===== src/hw/rtl/scle_pkg.sv =====
`timescale 1ns / 1ps

package scle_pkg;

  localparam logic [7:0] SC_LEFT    = 8'h4B;
  localparam logic [7:0] SC_RIGHT   = 8'h4D;
  localparam logic [7:0] SC_ENTER   = 8'h1C;
  localparam logic [7:0] SC_BACK    = 8'h0E;
  localparam int         REL_BIT    = 7;
  localparam logic [10:0] OFFSET_RESET = 11'd80;

  localparam logic [2:0] LINE_CMD_EMPTY   = 3'd0;
  localparam logic [2:0] LINE_CMD_HELP    = 3'd1;
  localparam logic [2:0] LINE_CMD_CLEAR   = 3'd2;
  localparam logic [2:0] LINE_CMD_VERSION = 3'd3;
  localparam logic [2:0] LINE_CMD_ECHO    = 3'd4;
  localparam logic [2:0] LINE_CMD_UNKNOWN = 3'd5;

  typedef enum logic [2:0] {
    EV_ECHO  = 3'd0,
    EV_ERASE = 3'd1,
    EV_MOVE  = 3'd2,
    EV_LCHAR = 3'd3,
    EV_LEND  = 3'd4
  } ev_t;

  typedef enum logic [2:0] {
    K_NONE,
    K_LEFT,
    K_RIGHT,
    K_ENTER,
    K_BACK,
    K_CHAR
  } kind_t;

  typedef enum logic [3:0] {
    S_IDLE,
    S_DECODE,
    S_D_START,
    S_D_SHIFT,
    S_I_START,
    S_I_SHIFT,
    S_I_PUT,
    S_E_OUT,
    S_E_END,
    S_EMIT_MOVE,
    S_EMIT_ECHO,
    S_EMIT_ERASE
  } state_t;

  typedef enum logic [2:0] {
    IDX_HOLD,
    IDX_ZERO,
    IDX_LEN,
    IDX_CUR_M1,
    IDX_INC,
    IDX_DEC
  } idx_op_t;

  typedef enum logic [2:0] {
    RD_ZERO,
    RD_IDX_P1,
    RD_IDX_P2,
    RD_IDX_M1,
    RD_IDX_M2
  } rd_sel_t;

  typedef enum logic {
    WR_SHIFT,
    WR_CHAR
  } wr_sel_t;

  typedef struct packed {
    logic    sc_load;
    logic    cur_inc;
    logic    cur_dec;
    logic    len_inc;
    logic    len_dec;
    logic    line_clr;
    idx_op_t idx_op;
    logic    rd_en;
    rd_sel_t rd_sel;
    logic    wr_en;
    wr_sel_t wr_sel;
    logic    out_load;
    ev_t     out_ev;
  } dp_cmd_t;

  typedef struct packed {
    kind_t kind;
    logic  cur_zero;
    logic  cur_at_end;
    logic  len_zero;
    logic  len_full;
    logic  idx_lt_len;
    logic  idx_p1_lt_len;
    logic  idx_gt_cur;
    logic  idx_m1_gt_cur;
    logic  out_free;
  } dp_stat_t;

  function automatic logic [6:0] key_map(input logic [6:0] code);
    logic [6:0] ch;
    unique case (code)
      7'h02: ch = 7'h31;
      7'h03: ch = 7'h32;
      7'h04: ch = 7'h33;
      7'h05: ch = 7'h34;
      7'h06: ch = 7'h35;
      7'h07: ch = 7'h36;
      7'h08: ch = 7'h37;
      7'h09: ch = 7'h38;
      7'h0A: ch = 7'h39;
      7'h0B: ch = 7'h30;
      7'h10: ch = 7'h71;
      7'h11: ch = 7'h77;
      7'h12: ch = 7'h65;
      7'h13: ch = 7'h72;
      7'h14: ch = 7'h74;
      7'h15: ch = 7'h79;
      7'h16: ch = 7'h75;
      7'h17: ch = 7'h69;
      7'h18: ch = 7'h6F;
      7'h19: ch = 7'h70;
      7'h1E: ch = 7'h61;
      7'h1F: ch = 7'h73;
      7'h20: ch = 7'h64;
      7'h21: ch = 7'h66;
      7'h22: ch = 7'h67;
      7'h23: ch = 7'h68;
      7'h24: ch = 7'h6A;
      7'h25: ch = 7'h6B;
      7'h26: ch = 7'h6C;
      7'h2C: ch = 7'h7A;
      7'h2D: ch = 7'h78;
      7'h2E: ch = 7'h63;
      7'h2F: ch = 7'h76;
      7'h30: ch = 7'h62;
      7'h31: ch = 7'h6E;
      7'h32: ch = 7'h6D;
      7'h39: ch = 7'h20;
      default: ch = 7'h00;
    endcase
    return ch;
  endfunction

  function automatic logic [2:0] cmd_of(input logic [6:0] ch);
    logic [2:0] cmd;
    unique case (ch)
      7'h68:   cmd = LINE_CMD_HELP;
      7'h63:   cmd = LINE_CMD_CLEAR;
      7'h76:   cmd = LINE_CMD_VERSION;
      7'h65:   cmd = LINE_CMD_ECHO;
      default: cmd = LINE_CMD_UNKNOWN;
    endcase
    return cmd;
  endfunction

endpackage


===== src/hw/rtl/scle_ctrl.sv =====
`timescale 1ns / 1ps

module scle_ctrl (
  input  logic               clk,
  input  logic               rst,
  input  logic               in_valid,
  output logic               in_ready,
  input  scle_pkg::dp_stat_t stat,
  output scle_pkg::dp_cmd_t  cmd
);
  import scle_pkg::*;

  state_t state;
  state_t state_next;

  always_ff @(posedge clk) begin
    if (rst) begin
      state <= S_IDLE;
    end else begin
      state <= state_next;
    end
  end

  always_comb begin
    state_next   = state;
    in_ready     = 1'b0;
    cmd          = '0;
    cmd.idx_op   = IDX_HOLD;
    cmd.rd_sel   = RD_ZERO;
    cmd.wr_sel   = WR_SHIFT;
    cmd.out_ev   = EV_ECHO;
    unique case (state)
      S_IDLE: begin
        in_ready = 1'b1;
        if (in_valid) begin
          cmd.sc_load = 1'b1;
          state_next  = S_DECODE;
        end
      end
      S_DECODE: begin
        state_next = S_IDLE;
        unique case (stat.kind)
          K_LEFT: begin
            if (!stat.cur_zero) begin
              cmd.cur_dec = 1'b1;
              state_next  = S_EMIT_MOVE;
            end
          end
          K_RIGHT: begin
            if (!stat.cur_at_end) begin
              cmd.cur_inc = 1'b1;
              state_next  = S_EMIT_MOVE;
            end
          end
          K_ENTER: begin
            cmd.idx_op = IDX_ZERO;
            if (stat.len_zero) begin
              state_next = S_E_END;
            end else begin
              cmd.rd_en  = 1'b1;
              cmd.rd_sel = RD_ZERO;
              state_next = S_E_OUT;
            end
          end
          K_BACK: begin
            if (!stat.cur_zero) begin
              cmd.cur_dec = 1'b1;
              cmd.len_dec = 1'b1;
              cmd.idx_op  = IDX_CUR_M1;
              state_next  = S_D_START;
            end
          end
          K_CHAR: begin
            if (!stat.len_full) begin
              cmd.idx_op = IDX_LEN;
              state_next = S_I_START;
            end
          end
          default: state_next = S_IDLE;
        endcase
      end
      S_D_START: begin
        if (stat.idx_lt_len) begin
          cmd.rd_en  = 1'b1;
          cmd.rd_sel = RD_IDX_P1;
          state_next = S_D_SHIFT;
        end else begin
          state_next = S_EMIT_ERASE;
        end
      end
      S_D_SHIFT: begin
        cmd.wr_en  = 1'b1;
        cmd.wr_sel = WR_SHIFT;
        if (stat.idx_p1_lt_len) begin
          cmd.rd_en  = 1'b1;
          cmd.rd_sel = RD_IDX_P2;
          cmd.idx_op = IDX_INC;
        end else begin
          state_next = S_EMIT_ERASE;
        end
      end
      S_I_START: begin
        if (stat.idx_gt_cur) begin
          cmd.rd_en  = 1'b1;
          cmd.rd_sel = RD_IDX_M1;
          state_next = S_I_SHIFT;
        end else begin
          state_next = S_I_PUT;
        end
      end
      S_I_SHIFT: begin
        cmd.wr_en  = 1'b1;
        cmd.wr_sel = WR_SHIFT;
        if (stat.idx_m1_gt_cur) begin
          cmd.rd_en  = 1'b1;
          cmd.rd_sel = RD_IDX_M2;
          cmd.idx_op = IDX_DEC;
        end else begin
          state_next = S_I_PUT;
        end
      end
      S_I_PUT: begin
        cmd.wr_en   = 1'b1;
        cmd.wr_sel  = WR_CHAR;
        cmd.cur_inc = 1'b1;
        cmd.len_inc = 1'b1;
        state_next  = S_EMIT_ECHO;
      end
      S_E_OUT: begin
        if (stat.out_free) begin
          cmd.out_load = 1'b1;
          cmd.out_ev   = EV_LCHAR;
          if (stat.idx_p1_lt_len) begin
            cmd.rd_en  = 1'b1;
            cmd.rd_sel = RD_IDX_P1;
            cmd.idx_op = IDX_INC;
          end else begin
            state_next = S_E_END;
          end
        end
      end
      S_E_END: begin
        if (stat.out_free) begin
          cmd.out_load = 1'b1;
          cmd.out_ev   = EV_LEND;
          cmd.line_clr = 1'b1;
          state_next   = S_IDLE;
        end
      end
      S_EMIT_MOVE: begin
        if (stat.out_free) begin
          cmd.out_load = 1'b1;
          cmd.out_ev   = EV_MOVE;
          state_next   = S_IDLE;
        end
      end
      S_EMIT_ECHO: begin
        if (stat.out_free) begin
          cmd.out_load = 1'b1;
          cmd.out_ev   = EV_ECHO;
          state_next   = S_IDLE;
        end
      end
      S_EMIT_ERASE: begin
        if (stat.out_free) begin
          cmd.out_load = 1'b1;
          cmd.out_ev   = EV_ERASE;
          state_next   = S_IDLE;
        end
      end
      default: state_next = S_IDLE;
    endcase
  end

endmodule


===== src/hw/rtl/scle_datapath.sv =====
`timescale 1ns / 1ps

module scle_datapath #(
  parameter int LINE_CAP = 63
) (
  input  logic               clk,
  input  logic               rst,
  input  logic [7:0]         in_data,
  input  logic               cfg_we,
  input  logic [10:0]        cfg_wdata,
  input  scle_pkg::dp_cmd_t  cmd,
  output scle_pkg::dp_stat_t stat,
  output logic               out_valid,
  input  logic               out_ready,
  output logic [31:0]        out_data,
  output logic               out_last
);
  import scle_pkg::*;

  localparam int LW = $clog2(LINE_CAP + 1);
  localparam int AW = (LINE_CAP > 1) ? $clog2(LINE_CAP) : 1;

  logic [7:0]    sc;
  logic [LW-1:0] cursor;
  logic [LW-1:0] len;
  logic [LW-1:0] idx;
  logic [10:0]   offset;
  logic [6:0]    first_char;
  logic [6:0]    rdata;
  logic [6:0]    mem [LINE_CAP];

  logic [LW-1:0] raddr;
  logic [LW-1:0] waddr;
  logic [6:0]    wdata;
  logic [6:0]    ch;
  logic [LW:0]   idx_p1;
  logic [LW:0]   cur_p1;

  ev_t        out_ev;
  logic [6:0] out_char;
  logic [11:0] out_pos;
  logic [2:0] out_cmd;

  assign ch     = key_map(sc[6:0]);
  assign idx_p1 = {1'b0, idx} + (LW+1)'(1);
  assign cur_p1 = {1'b0, cursor} + (LW+1)'(1);

  always_comb begin
    stat.kind = K_NONE;
    if (sc == SC_LEFT) begin
      stat.kind = K_LEFT;
    end else if (sc == SC_RIGHT) begin
      stat.kind = K_RIGHT;
    end else if (sc[REL_BIT]) begin
      stat.kind = K_NONE;
    end else if (sc == SC_ENTER) begin
      stat.kind = K_ENTER;
    end else if (sc == SC_BACK) begin
      stat.kind = K_BACK;
    end else if (ch != 7'd0) begin
      stat.kind = K_CHAR;
    end
    stat.cur_zero      = (cursor == '0);
    stat.cur_at_end    = (cursor == len);
    stat.len_zero      = (len == '0);
    stat.len_full      = (len == LW'(LINE_CAP));
    stat.idx_lt_len    = (idx < len);
    stat.idx_p1_lt_len = (idx_p1 < {1'b0, len});
    stat.idx_gt_cur    = (idx > cursor);
    stat.idx_m1_gt_cur = ({1'b0, idx} > cur_p1);
    stat.out_free      = !out_valid || out_ready;
  end

  always_comb begin
    unique case (cmd.rd_sel)
      RD_ZERO:   raddr = '0;
      RD_IDX_P1: raddr = idx + LW'(1);
      RD_IDX_P2: raddr = idx + LW'(2);
      RD_IDX_M1: raddr = idx - LW'(1);
      RD_IDX_M2: raddr = idx - LW'(2);
      default:   raddr = '0;
    endcase
    unique case (cmd.wr_sel)
      WR_SHIFT: begin
        waddr = idx;
        wdata = rdata;
      end
      WR_CHAR: begin
        waddr = cursor;
        wdata = ch;
      end
      default: begin
        waddr = idx;
        wdata = rdata;
      end
    endcase
  end

  // line store
  always_ff @(posedge clk) begin
    if (cmd.wr_en) begin
      mem[waddr[AW-1:0]] <= wdata;
    end
    if (cmd.rd_en) begin
      rdata <= mem[raddr[AW-1:0]];
    end
  end

  always_ff @(posedge clk) begin
    if (rst) begin
      cursor <= '0;
      len    <= '0;
      offset <= OFFSET_RESET;
    end else begin
      if (cfg_we) begin
        offset <= cfg_wdata;
      end
      if (cmd.line_clr) begin
        cursor <= '0;
        len    <= '0;
      end else begin
        if (cmd.cur_inc) begin
          cursor <= cursor + LW'(1);
        end else if (cmd.cur_dec) begin
          cursor <= cursor - LW'(1);
        end
        if (cmd.len_inc) begin
          len <= len + LW'(1);
        end else if (cmd.len_dec) begin
          len <= len - LW'(1);
        end
      end
    end
  end

  always_ff @(posedge clk) begin
    if (cmd.sc_load) begin
      sc <= in_data;
    end
    unique case (cmd.idx_op)
      IDX_HOLD:   idx <= idx;
      IDX_ZERO:   idx <= '0;
      IDX_LEN:    idx <= len;
      IDX_CUR_M1: idx <= cursor - LW'(1);
      IDX_INC:    idx <= idx + LW'(1);
      IDX_DEC:    idx <= idx - LW'(1);
      default:    idx <= idx;
    endcase
    if (cmd.out_load && cmd.out_ev == EV_LCHAR && idx == '0) begin
      first_char <= rdata;
    end
  end

  // output word register
  always_ff @(posedge clk) begin
    if (rst) begin
      out_valid <= 1'b0;
    end else if (cmd.out_load) begin
      out_valid <= 1'b1;
    end else if (out_ready) begin
      out_valid <= 1'b0;
    end
  end

  always_ff @(posedge clk) begin
    if (cmd.out_load) begin
      out_ev   <= cmd.out_ev;
      out_last <= (cmd.out_ev != EV_LCHAR);
      out_char <= (cmd.out_ev == EV_ECHO) ? ch :
                  ((cmd.out_ev == EV_LCHAR) ? rdata : 7'd0);
      out_pos  <= (cmd.out_ev == EV_MOVE) ? 12'(cursor) + 12'(offset) : 12'd0;
      out_cmd  <= (cmd.out_ev == EV_LEND && !stat.len_zero) ? cmd_of(first_char) :
                  LINE_CMD_EMPTY;
    end
  end

  assign out_data = {7'd0, out_cmd, out_pos, out_char, out_ev};

endmodule


===== src/hw/rtl/scancode_line_editor_core.sv =====
`timescale 1ns / 1ps

// Line editor fed with keyboard scancode set 1 bytes, one byte per input word.
// Bytes are taken only while the editor is idle; the output word register lets a
// new byte be taken while the last result still waits. A typed character or a
// backspace in the middle of the line shifts the tail through the line store, which
// has one read and one write port, one entry a cycle; enter sends one line character
// a cycle from that store while the sink accepts words, then the end word. A sink
// that holds off a waiting word stalls the editor. The line store needs no clearing
// after reset.
module scancode_line_editor_core #(
  parameter int LINE_CAP = 63
) (
  input  logic        clk,
  input  logic        rst,
  input  logic        s_tvalid,
  output logic        s_tready,
  input  logic [7:0]  s_tdata,   // scancode
  output logic        m_tvalid,
  input  logic        m_tready,
  output logic [31:0] m_tdata,   // event_res, char_code, position, command, zero fill
  output logic        m_tlast,
  input  logic        cfg_we,
  input  logic [10:0] cfg_wdata  // cursor_offset
);
  import scle_pkg::*;

  dp_cmd_t  cmd;
  dp_stat_t stat;

  scle_ctrl u_ctrl (
    .clk      (clk),
    .rst      (rst),
    .in_valid (s_tvalid),
    .in_ready (s_tready),
    .stat     (stat),
    .cmd      (cmd)
  );

  scle_datapath #(
    .LINE_CAP (LINE_CAP)
  ) u_datapath (
    .clk       (clk),
    .rst       (rst),
    .in_data   (s_tdata),
    .cfg_we    (cfg_we),
    .cfg_wdata (cfg_wdata),
    .cmd       (cmd),
    .stat      (stat),
    .out_valid (m_tvalid),
    .out_ready (m_tready),
    .out_data  (m_tdata),
    .out_last  (m_tlast)
  );

endmodule

===== config.mk =====
export PLATFORM = sky130hd
export DESIGN_NAME = scancode_line_editor_core
export DESIGN_NICKNAME = d
export VERILOG_FILES = /design/src/hw/rtl/scle_pkg.sv /design/src/hw/rtl/scle_ctrl.sv /design/src/hw/rtl/scle_datapath.sv /design/src/hw/rtl/scancode_line_editor_core.sv
export SDC_FILE = /design/constraint.sdc
export NUM_CORES = 1
export LEC_CHECK = 0
export ABC_AREA = 1
export BUFFER_PORTS_ARGS = -buffer_cell sky130_fd_sc_hd__clkbuf_2
export CAP_MARGIN = 10
export CELL_PAD_IN_SITES_DETAIL_PLACEMENT = 2
export CELL_PAD_IN_SITES_GLOBAL_PLACEMENT = 2
export CORE_MARGIN = 4
export CORE_UTILIZATION = 41
export CTS_CLUSTER_DIAMETER = 120
export DETAILED_ROUTE_END_ITERATION = 6
export MAX_ROUTING_LAYER = met4
export PLACE_DENSITY_LB_ADDON = 0.1
export SLEW_MARGIN = 20
export SYNTH_ARGS = -nofsm -noshare
export SYNTH_HDL_FRONTEND = slang
export SYNTH_SLANG_ARGS = --single-unit

===== constraint.sdc =====
create_clock -name clk -period 6.8 [get_ports clk]
set_clock_uncertainty 0.15 [all_clocks]
set_input_delay 0.34 -clock clk [delete_from_list [all_inputs] [get_ports clk]]
set_output_delay 0.34 -clock clk [all_outputs]
set_load 0.05 [all_outputs]

After elaboration in Yosys (flattened, before gate mapping)
Memories as Yosys holds them, arrays and structs flattened. A register that Yosys moved wholly into a read port is not among the register bits.
Cells that the tools add are included.
W data, S select, Z words.

word-level totals
  flip-flop bits (word level) = 75
  bits in writable memories = 441
  bits in read-only memories = 448
  output and inout port bits = 35
  word-level logic and storage cells = 169
  memories = 2

memory list
  name              words  width  rd ports  clocked after Yosys merged registers in  wr ports  RTL line             source
  (name not given)  64     7      1         1                                        0         scle_pkg.sv:104      unique case (code)
  u_datapath.mem    63     7      1         1                                        1         scle_datapath.sv:30  logic [6:0] mem [LINE_CAP];

cells by class
  $add $sub $neg = 11
  order comparisons = 4
  equal/unequal tests = 45
  muxes and demuxes = 72
  bitwise operators = 1
  reductions and logical operators = 21

operators by type and width
  cell                   number
  $mux W4                19
  $mux W7                7
  $pmux W4 S5            2
  $pmux W4 S9            1
  $mux W6                5
  $pmux W6 S5            1
  $eq A7 B7 Y1 const B   4
  $eq A3 B2 Y1 const B   8
  $pmux W3 S4            2
  $pmux W4 S6            1
  $pmux W6 S4            1
  $mux W3                7
  $add A6 B1 Y6 const B  3
  $eq A3 B3 Y1 const B   6
  $logic_not A6 Y1       3
  $sub A6 B1 Y6 const B  3
  $mux W1                17
  $eq A4 B3 Y1 const B   4
  $eq A4 B4 Y1 const B   4
  $eq A8 B7 Y1 const B   2
  $add A6 B1 Y7 const B  2
  $pmux W7 S2            1
  $add A6 B11 Y12        1
  $pmux W6 S2            1
  32 further kinds       49

Depth between registers and ports, before layout
  depth after elaboration = 14
  gate-level depth with buffers = 26
  gate-level depth less buffers = 25

Cells and area by module
From an unflattened synthesis, not the netlist that was laid out.

second synthesis, totals
  cells, all modules = 2,628
  area total of the unflattened synthesis = 25,454.4 um^2

by module, submodules not included
  module         instances  cells an instance  area each (um^2)  seq. area each (um^2)
  scle_datapath  1          2,510              24,802.5          15,484.9
  scle_ctrl      1          118                651.9             80.1

Least setup slack after synthesis
Ideal clock, no wire load.

  path type = reg2reg
  start point = register u_ctrl.state[2]
  end point = memory u_datapath.mem[0][0] (data pin)
  library setup time = 695 ps
  data arrival time = 3,870 ps
  slack = 2,085 ps
  stages on the path, launching flop included = 8
  cells stage by stage = dfxtp_1 -> nand2_2 -> nor2_1 -> inv_1 -> clkbuf_1 -> clkbuf_1 -> clkbuf_1 -> o21ai_0

on the way
  longest elaborated chain between the ends = 5
  elaborated cells on any way between the ends = 7

RTL lines
  what                                          RTL line             source
  from (decl)                                   scle_ctrl.sv:13      state_t state;
  from (signal assigned)                        scle_ctrl.sv:20      state <= state_next;
  $eq A4 B2 Y1 or $eq A4 B3 Y1 (tied branches)  scle_ctrl.sv:32      unique case (state)
  $reduce_or A2 Y1 (no source line)             n/a
  $pmux W2 S2 (*)                               scle_ctrl.sv:32
  $not A1 Y1                                    scle_datapath.sv:83  unique case (cmd.wr_sel)
  $pmux W7 S2 (*)                               scle_datapath.sv:83
  named net u_datapath.wdata[0]                 scle_datapath.sv:34  logic [6:0] wdata;
  to (decl)                                     scle_datapath.sv:30

The timed path passes the listed nets; every way through them passes the cells marked *.

Worst setup path after layout
  start point = register u_datapath.cursor[1]
  end point = register u_datapath.rdata[0] (read register of u_datapath.mem) (data pin)

on the way
  longest elaborated chain between the ends = 6
  elaborated cells on any way between the ends = 11

RTL lines
  what                                        RTL line              source
  from (decl)                                 scle_datapath.sv:24   logic [LW-1:0] cursor;
  from (signal assigned)                      scle_datapath.sv:123  cursor <= cursor + LW'(1);
  from (signal assigned)                      scle_datapath.sv:125  cursor <= cursor - LW'(1);
  $add A6 B1 Y7                               scle_datapath.sv:46   assign cur_p1 = {1'b0, cursor} + (LW+1)'(1);
  $gt A6 B7 Y1                                scle_datapath.sv:70   stat.idx_m1_gt_cur = ({1'b0, idx} > cur_p1);
  $mux W7                                     scle_ctrl.sv:114      if (stat.idx_m1_gt_cur) begin
  $pmux W4 S6 (*)                             scle_ctrl.sv:32
  $eq A3 B3 Y1, or another cell as far along  scle_datapath.sv:75   unique case (cmd.rd_sel)
  $pmux W6 S4                                 scle_datapath.sv:75
  to (decl)                                   scle_datapath.sv:29   logic [6:0] rdata;

Every way passes the cells marked *; elsewhere a longest branch is shown, timed or not.
A chain may end at the register's enable or synchronous reset.

==> reports/qor.tcl <==
set qor(ys_top_cells_by_area) {sky130_fd_sc_hd__edfxtp_1 59%, sky130_fd_sc_hd__nand2_1 12%, sky130_fd_sc_hd__nand3_1 9.4%, sky130_fd_sc_hd__dfxtp_1 2.8%, sky130_fd_sc_hd__ha_1 2.4%}
set qor(clock_transition_time_at_the_flip_flop_clock_pins_of_the_worst_setup_and_hold_paths_ns) 0.06
set qor(num-fill-cells) 6367
set qor(synth_edf_count) 495
set qor(worst_hold_path_type) {input pin to register}
set qor(tritoncts.num_buffers) 59
set qor(grtUsageTotal) 0.2722
set qor(cellLeakagePower_nw) 11.03
set qor(timing.max_slew.rel_slack) 0.1729
set qor(cts.root.buffer_cell) {sky130_fd_sc_hd__clkbuf_16}
set qor(hold_end) {u_datapath.offset[1]$_SDFFE_PP0P_}
set qor(dieHeight_um) 255.8
set qor(critPathLaunch) {u_datapath.cursor[1]$_SDFFE_PP0P_}
set qor(timing.max_cap.violations) 0
set qor(startpoint_type) {register}
set qor(synth_sequential_area_ratio) 0.6181
set qor(synthesis.area_mm2) 0.02518
set qor(worst_path_slowest_cell) {sky130_fd_sc_hd__clkinv_2}
set qor(antenna_diode_count) 0
set qor(start_util) 0.4156
set qor(portBuffers) 51
set qor(core-area_mm2) 0.06058
set qor(layout.cells.most_common) {sky130_fd_sc_hd__nand2_1}
set qor(syn_inst) 2556
set qor(hold_buffers) 28
set qor(tritoncts) {built}
set qor(ys.warnings.count) 0
set qor(area_delta_synth_final_pct) 12.09
set qor(synth_seq_cells) 530
set qor(grt_setup_unrepaired) {false}
set qor(dieWidth_um) 255.8
set qor(rr_worst_depth) 22
set qor(proportion_of_register_bits_with_asynchronous_set_or_reset_after_synthesis) 0
set qor(worst_pin_slew_ns) 1.241
set qor(worst_skew_pair.late_latency_ns) 0.65
set qor(final.hold.worst_slack_ns) 0.2659
set qor(most-common-layout-cells) {777 x sky130_fd_sc_hd__nand2_1, 495 x sky130_fd_sc_hd__edfxtp_1, 475 x sky130_fd_sc_hd__nand3_1}
set qor(crit_arrival_ns) 6.41
set qor(first_global_vias) 21360
set qor(critPathCaptureType) {register}
set qor(seq_area_mm2) 0.01556
set qor(critical_path_peak_fanout) 56
set qor(hold_violation_count_in_the_final_report) 0
set qor(synth.largest_area_cell) {sky130_fd_sc_hd__edfxtp_1}
set qor(cts_resized) 0
set qor(detail_route.wl_per_cell_um) 25.77
set qor(worst-endpoint-required_ns) 7.17
set qor(antenna_violating_nets_post_route) 0
set qor(maxSlewViolCount) 0
set qor(finalWirelength_um) 88110
set qor(floorplan.die_area_mm2) 0.06544
set qor(ir_drop_mv) 0.2237
set qor(drt_iter0_drc) 1255
set qor(detailroute.via_count) 19360
set qor(fin_nets) 2668
set qor(grt_overflow_total) 0
set qor(ctsHtreeMaxLevel) 2
set qor(detailedRoute.firstPassIterationCount) 5
set qor(path_cells) {ha_1, nand2_1, o21ai_0, o21ai_0, ha_1, nand2_1, inv_1, nand3_1, o21ai_1, nor2_1, nand2_2, fa_1, inv_1, nand2_1, nand2_1, nor2_4, clkinv_2, nand3_1, nand3_1, nand3_1, nand3_1, nand2_1}
set qor(drive_gt1_frac) 0.07622
set qor(synthesized_area_per_cell_um2) 9.851
set qor(detailed_place_hpwl_um) 55660
set qor(cts_setup_buffers) 0
set qor(wire_length_of_the_first_global_routing_pass_um) 133500
set qor(min-delay-start) {cfg_we}
set qor(finalWorstPathRequiredPeriod_ns) 6.037
set qor(power_density_mw_per_mm2) 264.1
set qor(timing.fmax_mhz) 165.6
set qor(status) {complete, no violations}
set qor(synthDistinctLibCells) 55
set qor(critPathBufInv) 3
set qor(path_delay_family) {simple AND/OR/NAND/NOR gates}
set qor(ys.flop_type) {sky130_fd_sc_hd__edfxtp_1}
set qor(rows) 90
set qor(crit-reg2reg-launch) {u_datapath.cursor[1]$_SDFFE_PP0P_}
set qor(place_congestion) 0.8600
set qor(r2r_end) {u_datapath.rdata[0]$_DFFE_PP_}
set qor(hold_depth) 3
set qor(critical_path_class) {register to register}
set qor(multi_input_comb_area_mm2) 0.008388
set qor(setup_viol_count_final) 0
set qor(num_io_pins) 59
set qor(drc) 0
set qor(numClockSinks) 530
set qor(timing.reg2reg.setup_slack_ns) 0.76
set qor(period_share) 0.8879
set qor(cts_max_path_buffers) 3
set qor(max_stage_delay_ns) 1.04
set qor(post_drt_via_cell_ratio) 5.662
set qor(grt_max_degree) 211
set qor(antenna_violations_before_repair) 0
set qor(final.setup.tns_ns) 0
set qor(synth_largest_type_area_fraction) 0.5903
## metal layers
metal / vias to the layer above / global-route usage / wire (um)
li1: 8839 / - / -
met1: 9905 / 0.3300 / 36540
met2: 428 / 0.4611 / 44060
met3: 188 / 0.04146 / 3825
met4: 0 / 0.1059 / 3684
met5: - / - / 0
## cell usage after synthesis, types with 3 or more instances
library cell	count
sky130_fd_sc_hd__nor2_1	150
sky130_fd_sc_hd__o21ai_0	69
sky130_fd_sc_hd__fa_1	3
sky130_fd_sc_hd__o22ai_1	3
sky130_fd_sc_hd__nand2_2	7
sky130_fd_sc_hd__buf_1	3
sky130_fd_sc_hd__a22oi_1	4
sky130_fd_sc_hd__nor2_2	5
sky130_fd_sc_hd__nand2_1	777
sky130_fd_sc_hd__xnor2_1	3
sky130_fd_sc_hd__a211oi_1	3
sky130_fd_sc_hd__clkbuf_1	15
sky130_fd_sc_hd__buf_4	34
sky130_fd_sc_hd__nand4_1	20
sky130_fd_sc_hd__edfxtp_1	495
sky130_fd_sc_hd__a21oi_1	43
sky130_fd_sc_hd__inv_2	11
sky130_fd_sc_hd__dfxtp_1	35
sky130_fd_sc_hd__o21ai_1	4
sky130_fd_sc_hd__inv_1	160
sky130_fd_sc_hd__ha_1	48
sky130_fd_sc_hd__buf_2	76
sky130_fd_sc_hd__nor3_1	21
sky130_fd_sc_hd__nand3_1	475
sky130_fd_sc_hd__o211ai_1	8
sky130_fd_sc_hd__nand3b_1	23
sky130_fd_sc_hd__nor4_1	9
sky130_fd_sc_hd__xor2_1	17
sky130_fd_sc_hd__nand3_2	5
## worst max-delay path by stage
stage                                           endpoint  slack, ns  cells after the start
after CTS                  u_datapath.rdata[3]$_DFFE_PP_       1.16                     20
after global routing       u_datapath.rdata[0]$_DFFE_PP_       0.45                     22
after global placement     u_datapath.rdata[3]$_DFFE_PP_       1.36                     23
final                      u_datapath.rdata[0]$_DFFE_PP_       0.76                     22
after floorplan           u_datapath.mem[0][0]$_DFFE_PP_       2.08                      7
after detailed placement   u_datapath.rdata[3]$_DFFE_PP_       1.18                     20
## power breakdown
| part | switching [W] | total, W | internal [W] | leakage [nW] |
|---|---|---|---|---|
| registers | 0.0000286 | 0.00362 | 0.00359 | 4.75 |
| clock network | 0.00136 | 0.00322 | 0.00186 | 0.930 |
| logic | 0.000459 | 0.000614 | 0.000155 | 5.35 |
## per-stage QoR
stage / area [um2] / instances / power, W / util / setup slack (ns)
final: 28220 / 3419 / 0.007454 / 0.4659 / 0.7625
after global routing: 28220 / 3419 / 0.007712 / 0.4659 / 0.4471
after CTS: 28220 / 3419 / 0.007508 / 0.4659 / 1.160
after detailed placement: 26030 / 3286 / 0.004283 / 0.4296 / 1.182
after global placement: 26030 / 3286 / 0.004259 / 0.4296 / 1.364
after floorplan: 25200 / 2562 / 0.004065 / - / 2.085
## kinds of logic after synthesis
family                     count (synthesis)  share of synthesized area
and+or+nand+nor                         1501                     0.2601
DFF                                      530                     0.6181
buffers and inverters                    302                    0.05446
AOI/OAI and AO/OA                        151                    0.03399
adders and majority gates                 51                    0.02624
xor gates and xnor gates                  20                   0.006957
other                                      1                  0.0001489
## sequential cells by signal, indices dropped and copies added (netlist names), named ones only
register and cells:
u_datapath.len 6, u_datapath.sc 8, u_datapath.cursor 6, u_datapath.first_char 7, u_datapath.out_pos 12, u_ctrl.state 4
u_datapath.offset 11, u_datapath.out_valid 1, u_datapath.out_ev 3, u_datapath.rdata 7, u_datapath.mem 441, u_datapath.out_last 1
u_datapath.out_cmd 3, u_datapath.idx 6, u_datapath.out_char 7
## worst min-delay path, cell delays in order
cell and delay (ns):
sky130_fd_sc_hd__clkbuf_2 0.19, sky130_fd_sc_hd__inv_1 0.27, sky130_fd_sc_hd__a21oi_1 0.20
## final cells by class
cell class | count | area share
sequential | 530 | 0.5515
multi-input combinational | 1730 | 0.2972
clock buffer | 76 | 0.05599
tap | 782 | 0.03467
timing repair buffer | 100 | 0.02589
inverter | 172 | 0.02296
clock inverter | 29 | 0.01184
(Power assumes the default switching activity.)
